<file path="src/rtl/hsrr_pkg.sv">
`default_nettype none
package hsrr_pkg;

	localparam int TRANS_FRAC_BITS = 16;
	localparam int TW = TRANS_FRAC_BITS + 1;
	localparam int QW = 8 + TRANS_FRAC_BITS;
	localparam int CFG_IDX_W = 3;
	localparam int CFG_DATA_W = TW;

	// about 0.1 in the transmission format
	localparam logic [TW-1:0] TRANS_FLOOR_RST = TW'(((1 << TRANS_FRAC_BITS) + 5) / 10);

	localparam logic [CFG_IDX_W-1:0] CFG_ATMOS_BLUE  = 3'd0;
	localparam logic [CFG_IDX_W-1:0] CFG_ATMOS_GREEN = 3'd1;
	localparam logic [CFG_IDX_W-1:0] CFG_ATMOS_RED   = 3'd2;
	localparam logic [CFG_IDX_W-1:0] CFG_TRANS_FLOOR = 3'd3;
	localparam logic [CFG_IDX_W-1:0] CFG_MAX_LEVEL   = 3'd4;

	typedef struct packed {
		logic [7:0]    pix_blue;
		logic [7:0]    pix_green;
		logic [7:0]    pix_red;
		logic [TW-1:0] trans_value;
	} pix_in_t;

	typedef struct packed {
		logic [7:0] out_blue;
		logic [7:0] out_green;
		logic [7:0] out_red;
	} pix_out_t;

	// one color channel on its way through the divider chain
	typedef struct packed {
		logic [TW-1:0] rem;
		logic [QW-1:0] quo;
		logic          neg;
		logic [7:0]    pix;
	} lane_t;

	typedef struct packed {
		logic          vld;
		logic [TW-1:0] den;
		lane_t [2:0]   lane;
	} cell_t;

endpackage
`default_nettype wire

</file>
<file path="src/rtl/hsrr_fix.sv">
`default_nettype none
module hsrr_fix (
	input  hsrr_pkg::lane_t lane,
	input  wire [7:0]       atm,
	input  wire [7:0]       max_lvl,
	output logic [7:0]      res
);
	import hsrr_pkg::*;

	logic [QW:0]          mag1;
	logic signed [QW+1:0] q_s;
	logic signed [QW+1:0] j_s;
	logic signed [QW+1:0] max_s;

	// floor division: a negative quotient with a remainder rounds one further down
	always_comb begin
		mag1 = {1'b0, lane.quo} + {{QW{1'b0}}, (lane.neg & (|lane.rem))};
		q_s = lane.neg ? -$signed({1'b0, mag1}) : $signed({1'b0, mag1});
		j_s = q_s + $signed({{(QW-6){1'b0}}, atm});
		max_s = $signed({{(QW-6){1'b0}}, max_lvl});
		if (j_s > max_s) begin
			res = lane.pix;
		end else if (j_s < 0) begin
			res = 8'd0;
		end else begin
			res = j_s[7:0];
		end
	end

endmodule
`default_nettype wire

</file>
<file path="config.mk">
export PLATFORM = sky130hd
export DESIGN_NAME = hsrr_fix
export DESIGN_NICKNAME = d
export VERILOG_FILES = /design/src/rtl/hsrr_pkg.sv /design/src/rtl/hsrr_fix.sv
export SDC_FILE = /design/constraint.sdc
export NUM_CORES = 1
export LEC_CHECK = 0
export BUFFER_PORTS_ARGS = -buffer_cell sky130_fd_sc_hd__buf_4
export CORE_AREA = 5 5 79 110
export DETAILED_ROUTE_END_ITERATION = 16
export DIE_AREA = 0 0 84 115
export PLACE_DENSITY_LB_ADDON = 0.3
export SYNTH_ARGS = -nofsm -noshare
export SYNTH_HDL_FRONTEND = slang
export SYNTH_SLANG_ARGS = --single-unit
</file>
<file path="constraint.sdc">
create_clock -name vclk -period 13.7
set_clock_uncertainty 0.2 [all_clocks]
set_input_delay 0 -clock vclk [all_inputs]
set_output_delay 0 -clock vclk [all_outputs]
set_load 0.01 [all_outputs]
</file>
; After elaboration in Yosys (flattened, before gate mapping)
; Cells that the tools add are included.
[classes]
reduce_logical = 1
n_mux = 3
n_bitwise = 1
magnitude_cmp = 2
addsub = 3
[ops]
columns = op, n
row1 = 26-bit by 9-bit adder with 26-bit output, 1
row2 = 26-bit by 9-bit greater-than comparator with 1-bit output, 1
row3 = "26-bit by 1-bit < comparator with 1-bit output, second input constant", 1
row4 = 26-bit 2-to-1 mux, 1
row5 = 25-bit negator with 26-bit output, 1
row6 = 24-bit by 1-bit adder with 25-bit output, 1
row7 = 17-bit OR reduction, 1
row8 = 8-bit 2-to-1 mux, 2
row9 = 1-bit bitwise AND, 1
[word_totals]
out_inout_bits = 8
regBits = 0
inputBits = 66
wordCells = 10

; Depth between registers and ports, before layout
[depth]
depth_word = 9
ltp_mapped = 29

; Worst setup path before layout
; OpenSTA, ideal clock, no wires.
[synth_timing]
path_kind = input-to-output
start = input port lane[41] (netlist name)
end = output port res[2]
stages = 29
path_slack_ps = 8759
t_arrival_ps = 4741
cell_sequence = nor4_1 nand4_1 nor4_1 nor2_1 ha_1 ha_1 inv_1 ha_1 or4b_1 o31ai_1 nor2_1 xnor2_1 ha_1 inv_1 a21oi_1 o21ai_0 nand2b_1 a21oi_1 xnor2_1 ha_1 nand2_1 nor3_1 a21oi_1 a311oi_1 o221ai_1 a221oi_4 o211a_4 nand3_1 a21oi_1
[synth_between]
elab_chain_len = 9
word_cells_on_any_way = 10
cone_classes = add/sub: 3 / order compare: 2 / mux: 3 / bitwise: 1 / reduce/logical: 1
[synth_lines]
columns = item, line
row1 = from (decl), hsrr_fix.sv:3  ; input hsrr_pkg::lane_t lane,
row2 = 17-bit OR reduction *, hsrr_fix.sv:17  ; mag1 = {1'b0, lane.quo} + {{QW{1'b0}}, (lane.neg & (|lane.rem))};
row3 = 1-bit bitwise AND *, hsrr_fix.sv:17
row4 = 24-bit by 1-bit adder with 25-bit output *, hsrr_fix.sv:17
row5 = 25-bit negator with 26-bit output, hsrr_fix.sv:18  ; q_s = lane.neg ? -$signed({1'b0, mag1}) : $signed({1'b0, mag1});
row6 = 26-bit 2-to-1 mux *, hsrr_fix.sv:18
row7 = 26-bit by 9-bit adder with 26-bit output *, hsrr_fix.sv:19  ; j_s = q_s + $signed({{(QW-6){1'b0}}, atm});
row8 = 26-bit by 1-bit < comparator with 1-bit output, hsrr_fix.sv:23  ; end else if (j_s < 0) begin
row9 = 8-bit 2-to-1 mux, hsrr_fix.sv:23
row10 = 8-bit 2-to-1 mux *, hsrr_fix.sv:21  ; if (j_s > max_s) begin
row11 = to (decl), hsrr_fix.sv:6  ; output logic [7:0] res
; Every way passes the cells marked *; elsewhere a longest branch is shown, timed or not.

; Worst setup path in the final report
[layout_timing]
start = input port lane[34] (netlist name)
end = output port res[2]
; Same word-level chain as after synthesis.

==> reports/metrics.cfg <==
[worst_hold_path]
hold_class=in2out

[worst_setup_path]
critPathCaptureType=output port
required_ns=13.50
worstSetupPathType=in2out
cp_common_cell=ha_1
path_max_fanout=8
start_kind=input port
worstPathArrival_ns=5.66
max_stage_delay_ns=0.45
crit_slowest_cell=or4b_1

[synth]
synthMuxAreaShare_pct=2.17
synthXorXnorAreaFrac_pct=16.9
synth_area_um2=2940
synth_area_leaders=xnor2_1 11%, ha_1 8.1%, xor2_1 5.1%, o21ai_0 4.9%, nand3_1 4.6%
yosys.area_share.simple_pct=36.3
postSynthAreaPerCell_um2=6.91
synth_top_area_cell=xnor2_1
synth_nets=512
synth.distinct_cells=74
synth_top_area_share_pct=11.3
synth_top_family_by_area=simple AND/OR/NAND/NOR gates
synth_fa_ha_area_share_pct=8.76
netlist_instances=426
ys.warnings.count=0
synth-seq-area-share_pct=0
synth_compound_area_share_pct=28.9

[routing]
drc=0
finalWirelength_um=8580
wl_per_cell_um=14.9
num_vias=3279
ant_nets=0
via_per_inst=5.69
drtIter0Drc=125
firstDrtPassIters=4

[place]
dp_cells=576
gp_congestion=0.897
port_buffers=74
place_area_um2=3490
dpl.hpwl_um=7200
dp_slack_ns=7.88

[cells_and_area]
final_common_cell=buf_4
n_fill_cell=806
layout_common_cells=74 x buf_4, 38 x xnor2_1, 29 x o21ai_0
drive_above_1_share_pct=20.8
nNetsFinal=564
diodes=0
area_growth_pct=18.6
seq_cells=0
multi_input_area_um2=2740
final_area_um2=3490
layout.cells.non_filler=576
nClkBuffers=0
seqCellArea_um2=0

[sta]
fin_hold_ws_ns=0.170
rsz0062_at_grt=false
hold_viol_final=0
timing.setup.tns_ns=0
tightest_slew_ns=0.774
max_freq_mhz=171
min_period_ns=5.86
setup_viol=0
slew_violations=0
period_share_pct=42.8
max-slew-margin-rel_pct=48.2
setup_ws_ns=7.84

[floorplan]
die_h_um=115
core_area_um2=7610
dieArea_um2=9660
initial_utilization_pct=38.7
placementRows=38
io_pins=74
die_w_um=84

[global_routing]
grt_remaining_overflow=0
grt_max_degree=35
grt_usage_pct=17.1
grt_pass1_wl_um=14500
grt_antenna_before_repair=0
grt_pass1_vias=3172

[clock_network]
cts_setup_buffers=0
ctsResizeCount=0
postCtsHoldBufs=0

[power]
irDropWorstVdd_uv=16.9
power_leakage_nw=1.31
p_per_area_nw_per_um2=36.3

[outcome]
outcome=completed

[flow_run]
max_cap_violations=0

-- power breakdown --
part	switching (W)	internal, W	total, W
logic	0.0000698	0.0000568	0.000127
registers	0	0	0
clock network	0	0	0
total	0.0000698	0.0000568	0.000127
-- critical path: cells and delay by family --
family                     cells  cell delay [ns]
AOI/OAI and AO/OA             11             1.94
and+or+nand+nor                9             1.56
adders and majority gates      5             1.38
xor gates and xnor gates       2             0.31
buffers and inverters          4             0.43
-- synth_stat cells (all sizes together), types with 3 or more instances --
master,instances
nand2b,10
o31ai,7
o21a,6
nor3b,5
a21o,5
a31oi,7
inv,19
nor4,14
xnor2,38
and4,7
nor2,25
a21oi,15
xor2,18
nand4,17
or3,9
mux2,3
clkbuf,8
nand3,28
a311oi,5
nor2b,4
and2,4
nor3,18
or2,4
nand2,25
mux2i,3
o221ai,3
ha,19
o21ai,30
a211oi,5
or4,4
buf,16
and3,5
-- final cells by class --
| type | count | area share, % |
|---|---|---|
| Inverter | 19 | 2.04 |
| Multi-Input combinational cell | 383 | 78.5 |
| Tap cell | 100 | 3.59 |
| Timing Repair Buffer | 74 | 15.9 |
-- cells by family (layout without fill, tap and decap cells) --
logic type | count (synthesis) | in the layout
compound gates | 115 | 115
xor+xnor | 56 | 56
fa+ha+maj | 20 | 20
buf+inv | 43 | 93
mux | 6 | 6
simple gates | 186 | 186
-- final timing paths --
kind | from | endpoint | slack [ns] | cells after the start
setup / recovery | lane[34] | res[2] | 7.84 | 31
hold / removal | lane[4] | res[4] | 0.17 | 4
-- routing by layer --
metal | global-route usage, % | vias to the layer above | routed length [um]
met4 | 0.536 | 0 | 0
met5 | 0 | - | 0
met3 | 0.932 | 0 | 303
met2 | 33.9 | 78 | 4430
met1 | 21.2 | 1471 | 3850
li1 | - | 1730 | -
-- stage by stage --
stage,power (W),utilization [%]
6_report,0.000127,45.9
5_1_grt,0.000142,45.9
4_1_cts,0.000126,45.9
3_5_place_dp,0.000126,45.9
3_3_place_gp,0.000123,45.9
2_1_floorplan,0.0000886,-
Note: power is estimated with default switching activity, not from simulation.
