[config.mk]
export PLATFORM = sky130hd
export DESIGN_NAME = hsrr_cell
export DESIGN_NICKNAME = d
export VERILOG_FILES = /design/src/rtl/hsrr_pkg.sv /design/src/rtl/hsrr_cell.sv
export SDC_FILE = /design/constraint.sdc
export NUM_CORES = 1
export LEC_CHECK = 0
export ABC_AREA = 1
export BUFFER_PORTS_ARGS = -buffer_cell sky130_fd_sc_hd__buf_2
export CAP_MARGIN = 30
export CORE_ASPECT_RATIO = 0.8
export CORE_MARGIN = 4
export CORE_UTILIZATION = 56
export CTS_BUF_LIST = sky130_fd_sc_hd__clkbuf_4 sky130_fd_sc_hd__clkbuf_8
export DETAILED_ROUTE_END_ITERATION = 8
export PLACE_DENSITY_LB_ADDON = 0.05
export SYNTH_ARGS = -nofsm -noshare
export SYNTH_HDL_FRONTEND = slang
export SYNTH_SLANG_ARGS = --single-unit
[constraint.sdc]
create_clock -name clk -period 2.2 [get_ports clk]
set_input_delay 0.22 -clock clk [delete_from_list [all_inputs] [get_ports clk]]
set_output_delay 0.22 -clock clk [all_outputs]
set_load 0.01 [all_outputs]
[src/rtl/hsrr_pkg.sv]
`default_nettype none
package hsrr_pkg;

	localparam int TRANS_FRAC_BITS = 16;
	localparam int TW = TRANS_FRAC_BITS + 1;
	localparam int QW = 8 + TRANS_FRAC_BITS;
	localparam int CFG_IDX_W = 3;
	localparam int CFG_DATA_W = TW;

	// about 0.1 in the transmission format
	localparam logic [TW-1:0] TRANS_FLOOR_RST = TW'(((1 << TRANS_FRAC_BITS) + 5) / 10);

	localparam logic [CFG_IDX_W-1:0] CFG_ATMOS_BLUE  = 3'd0;
	localparam logic [CFG_IDX_W-1:0] CFG_ATMOS_GREEN = 3'd1;
	localparam logic [CFG_IDX_W-1:0] CFG_ATMOS_RED   = 3'd2;
	localparam logic [CFG_IDX_W-1:0] CFG_TRANS_FLOOR = 3'd3;
	localparam logic [CFG_IDX_W-1:0] CFG_MAX_LEVEL   = 3'd4;

	typedef struct packed {
		logic [7:0]    pix_blue;
		logic [7:0]    pix_green;
		logic [7:0]    pix_red;
		logic [TW-1:0] trans_value;
	} pix_in_t;

	typedef struct packed {
		logic [7:0] out_blue;
		logic [7:0] out_green;
		logic [7:0] out_red;
	} pix_out_t;

	// one color channel on its way through the divider chain
	typedef struct packed {
		logic [TW-1:0] rem;
		logic [QW-1:0] quo;
		logic          neg;
		logic [7:0]    pix;
	} lane_t;

	typedef struct packed {
		logic          vld;
		logic [TW-1:0] den;
		lane_t [2:0]   lane;
	} cell_t;

endpackage
`default_nettype wire

[src/rtl/hsrr_cell.sv]
`default_nettype none
module hsrr_cell (
	input  wire                 clk,
	input  wire                 arst_n,
	input  wire                 en,
	input  hsrr_pkg::cell_t     cin,
	output hsrr_pkg::cell_t     cout
);
	import hsrr_pkg::*;

	lane_t [2:0]   lane_n;
	logic          vld_q;
	logic [TW-1:0] den_q;
	lane_t [2:0]   lane_q;

	// one restoring division step on each of the three lanes
	always_comb begin
		logic [TW:0]   trial;
		logic [TW-1:0] diff;
		logic          ge;
		lane_n = cin.lane;
		for (int k = 0; k < 3; k++) begin
			trial = {cin.lane[k].rem, cin.lane[k].quo[QW-1]};
			// only used when trial >= den, so the low bits hold the full difference
			diff = trial[TW-1:0] - cin.den;
			ge = (trial >= {1'b0, cin.den});
			lane_n[k].rem = ge ? diff : trial[TW-1:0];
			lane_n[k].quo = {cin.lane[k].quo[QW-2:0], ge};
		end
	end

	always_ff @(posedge clk or negedge arst_n) begin
		if (!arst_n) begin
			vld_q <= 1'b0;
		end else if (en) begin
			vld_q <= cin.vld;
		end
	end

	always_ff @(posedge clk) begin
		if (en) begin
			den_q <= cin.den;
			lane_q <= lane_n;
		end
	end

	assign cout.vld = vld_q;
	assign cout.den = den_q;
	assign cout.lane = lane_q;

endmodule
`default_nettype wire

* Word level (Yosys, flattened, before mapping)
Index checks and enable logic that the tools add are counted.
** Storage, ports and cells
- Bits in registers :: 168
- Output and inout bits :: 168
- Logic and storage cells :: 23
** Cells by class
- $add $sub $neg :: 3
- Magnitude comparators :: 3
- Muxes and demuxes :: 3
** Operators with widths (count)
- >= comparator 18 x 17 -> 1 bit :: 3
- 2-to-1 mux 17 bit :: 3
- subtractor 17 bit :: 3

* Depth between registers and ports, before layout
- Depth after elaboration :: 2
- Gate-level depth with buffers :: 15
- Mapped depth without buffers :: 14

* Least setup slack after synthesis
Ideal clock, no wire load.
- Kind :: input-to-reg
- From :: input cin[82] (netlist bit)
- To :: register lane_q, in the netlist cout[85], data pin
- Library setup time :: 252 ps
- Arrival :: 1673 ps
- Setup slack :: 275 ps
- Cell stages on the path :: 15
- Cell sequence :: inv_1 > ha_1 > inv_1 > fa_1 > nand2_1 > nand2_1 > nand3b_1 > nand2_2 > nand2_2 > nand2_2 > nand2_4 > nand2_4 > buf_12 > nand2_2 > nand2_1
** RTL lines
- start: declaration :: RTL line hsrr_cell.sv:6 : input hsrr_pkg::cell_t cin,
- end signal: assignment :: RTL line hsrr_cell.sv:43 : lane_q <= lane_n;
- end: declaration :: RTL line hsrr_cell.sv:14 : lane_t [2:0] lane_q;

==> results.md <==
* Synthesized area at 9181 sq um
* Vias/cell at 5.291
* Area leader, netlist: edfxtp_1
* Core area at between 15000 and 20000 sq um
* First-pass GRT wire length at roughly 45 mm
* Avg WL per Cell at 19.40 microns
* I/O Pins at 339
* Synth cell types at 35
* Fmax achieved at approximately 0.44 GHz
* Root Buffer: clkbuf_8
* Vias at between 9k and 10k
* Sequential cell area fraction in the yosys report at between 50% and 60%
* Non-Filler Instances at ~1.7k
* Gr usage total at about a third
* Critical Path RT at approximately 2.4 ns
* GRT overflow at 0
* Hold Crit Class: primary input to register
* TritonCTS Buffers at 17
* H-tree levels at 4
* Hold path endpoint: cout[36]$_DFFE_PP_
* DRT Pass-1 Iters at 5
* DP Area at about 11000 sq um
* Final Hold Viols at 0
* Skew-Pair Late Insertion Delay at ~0.47 ns
* R2R Setup Slk at between 1 and 1.5 ns
* Synth warn at 0
* Routability Congestion at between 0.9 and 1
* Die Width at roughly 150 microns
* Crit path capture type: register
* Worst Path Max Fanout at 5
* Placement-stage worst setup slack at approximately 0.000024 ns
* Worst reg2reg endpoint: vld_q$_DFFE_PN0P_
* WL final at between 30 and 40 mm
* Die area at about 19000 sq um
* Tot Pwr at ~8800 uW
* Synth async-reset ratio at 0.5952%
* Outcome: finished, violations left
* P_leak at 0.006909 uW
* Clock sink count at 168
* Max-cap viol count at 0
* Worst EP arrival at approximately 2.5 ns
* Design Area, Final at 13790 sq um
* Layout Nets at 1739
* Most used DFF post-synth: edfxtp_1
* Initial antenna violation count at 3
* CTS tree: yes
* FP Rows at 41
* Hpwl dp at about 21 mm
* R2R depth at 1
* Starting density of the core at about 58%
* Relative slew margins at between 70% and 80%
* Worst setup SP type: primary input
* Failing checks: setup timing
* Hold depth at 3
* Clk_skew at 0 ns
* Reg2Reg Launch Point: vld_q$_DFFE_PN0P_
* Residual DRC at 0
* Syn Nets at 1230
* Final setup violation count at 22
* Area Overhead vs Synth at 50.19%
* DIE HEIGHT at around 120 microns
* Crit share post-route at 103.3%
* Setup CP Type: primary input to register
* Power Dens Cells at between 600 and 700 nW/um^2
* Yosys top cell area share at 54.62%
* Seq cells post-synth at 168
* Synth Area per Inst at between 9 and 10 sq um
* Slew Viols, Final at 0
* Placed cells at 1563
* Final Critical Period at 2.273 ns
* Initial DRC count at ~890
* ANT nets after route at 0
* RSZ-0062 raised after global routing: true
* Share of cells above drive strength 1 at a little over a third
* Cells after Synth at 1005
* Synth area leaders: edfxtp_1, nand2_1, ha_1
* Post-route setup slack at -0.07267 ns
* Peak supply drop at about 460 uV
* Min-delay src: cin[35]
* Largest net degree at the start of global routing at 45
* Reg clk slew, reported paths at about 0.11 ns
* Number of synthesized flops with an enable pin at approximately 170
* PortBufs at roughly 340
* Number of global-route vias before repair at between 8k and 9k
* Clock buffer depth at 2
* Slew @ Worst Pin at about 0.44 ns
-- cell usage after synthesis, drive strengths merged (2+ instances only) --
cell and count:
nand2 404, edfxtp 167, inv 166, nand3 78, ha 51, nor2 42
a21oi 28, xor2 18, buf 10, nor3 9, nand3b 7, nand4 5
or2 5, and2 3, fa 3, o21ai 3, xnor2 2
-- per-stage QoR --
step	setup TNS [ns]	hold slack (ns)	utilization, %
finish	-0.4712	0.03926	86.71
global route	-2.666	0.01863	86.71
CTS	0	0.01257	80.35
detailed placement	0	-0.002752	70.46
global placement	0	-0.003141	70.46
floorplan	0	-0.07559	-
-- report_power, final --
group          switching [uW]  internal (uW)
Clock                    1450            885
Sequential                103           3910
Combinational            1450           1030
-- final cells by class --
type | count | area, sq um
Tap cell | 215 | 269.0
Antenna cell | 3 | 7.507
Sequential cell | 168 | 5040
Clock inverter | 15 | 197.7
Timing Repair Buffer | 496 | 3403
Inverter | 166 | 659.4
Clock buffer | 17 | 234.0
Timing Repair inverter | 1 | 6.256
Multi-Input combinational cell | 664 | 3973
Fill cell | 840 | 2113
-- worst max-delay path by stage --
stage,endpoint,start,slack [ns],cells after the start
4_1_cts,cout[142]$_DFFE_PP_,cin[158],0.005,14
3_3_place_gp,cout[97]$_DFFE_PP_,cin[150],0.07,14
6_report,cout[148]$_DFFE_PP_,cin[156],-0.07,12
3_5_place_dp,cout[99]$_DFFE_PP_,cin[150],0.00002,14
5_1_grt,cout[148]$_DFFE_PP_,cin[156],-0.11,12
2_1_floorplan,cout[85]$_DFFE_PP_,cin[82],0.27,15
-- worst max-delay path, cell delays in order --
cell,delay (ns)
dlygate4sd3_1,0.56
buf_6,0.12
clkinvlp_4,0.23
ha_4,0.39
nand2_4,0.07
nor2_2,0.13
nand3_1,0.13
nand3_2,0.13
nand2_4,0.14
clkbuf_16,0.20
nand3_2,0.09
nand2_1,0.09
-- metal layers --
layer | global-route usage, % | vias up | wire length (microns)
met5 | 0 | - | 0
met4 | 13.48 | 0 | 1571
met1 | 38.59 | 4219 | 11930
met2 | 55.00 | 625 | 16820
met3 | 9.265 | 127 | 3527
li1 | - | 4261 | -
-- state kept, by name, indices dropped and copies added (netlist names) --
name and cells:
vld_q 1, den_q 17, cout 150
-- layout by cell type (no fill, tap or decap), drive strengths merged, types with 18 or more instances in the layout --
cell / synthesis / layout
nand2: 404 / 407
buf: 10 / 378
edfxtp: 167 / 167
inv: 166 / 164
dlygate4sd3: 0 / 109
nand3: 78 / 78
ha: 51 / 51
nor2: 42 / 42
a21oi: 28 / 28
clkbuf: 0 / 21
xor2: 18 / 18
-- kinds of logic after synthesis --
family / share of synthesized area (%)
simple gates: 25.81
buf+inv: 7.809
flops: 54.89
fa+ha+maj: 7.604
compound gates: 1.853
xor+xnor: 1.908
mux: 0.1226
-- repair_timing --
action,4_1_cts,5_1_grt
buffers inserted,0,26
hold endpoints to repair,114,0
setup endpoints to repair,0,53
gates resized for setup,0,143
hold buffers,114,0
No activity file was read; power rests on OpenSTA's default activity.
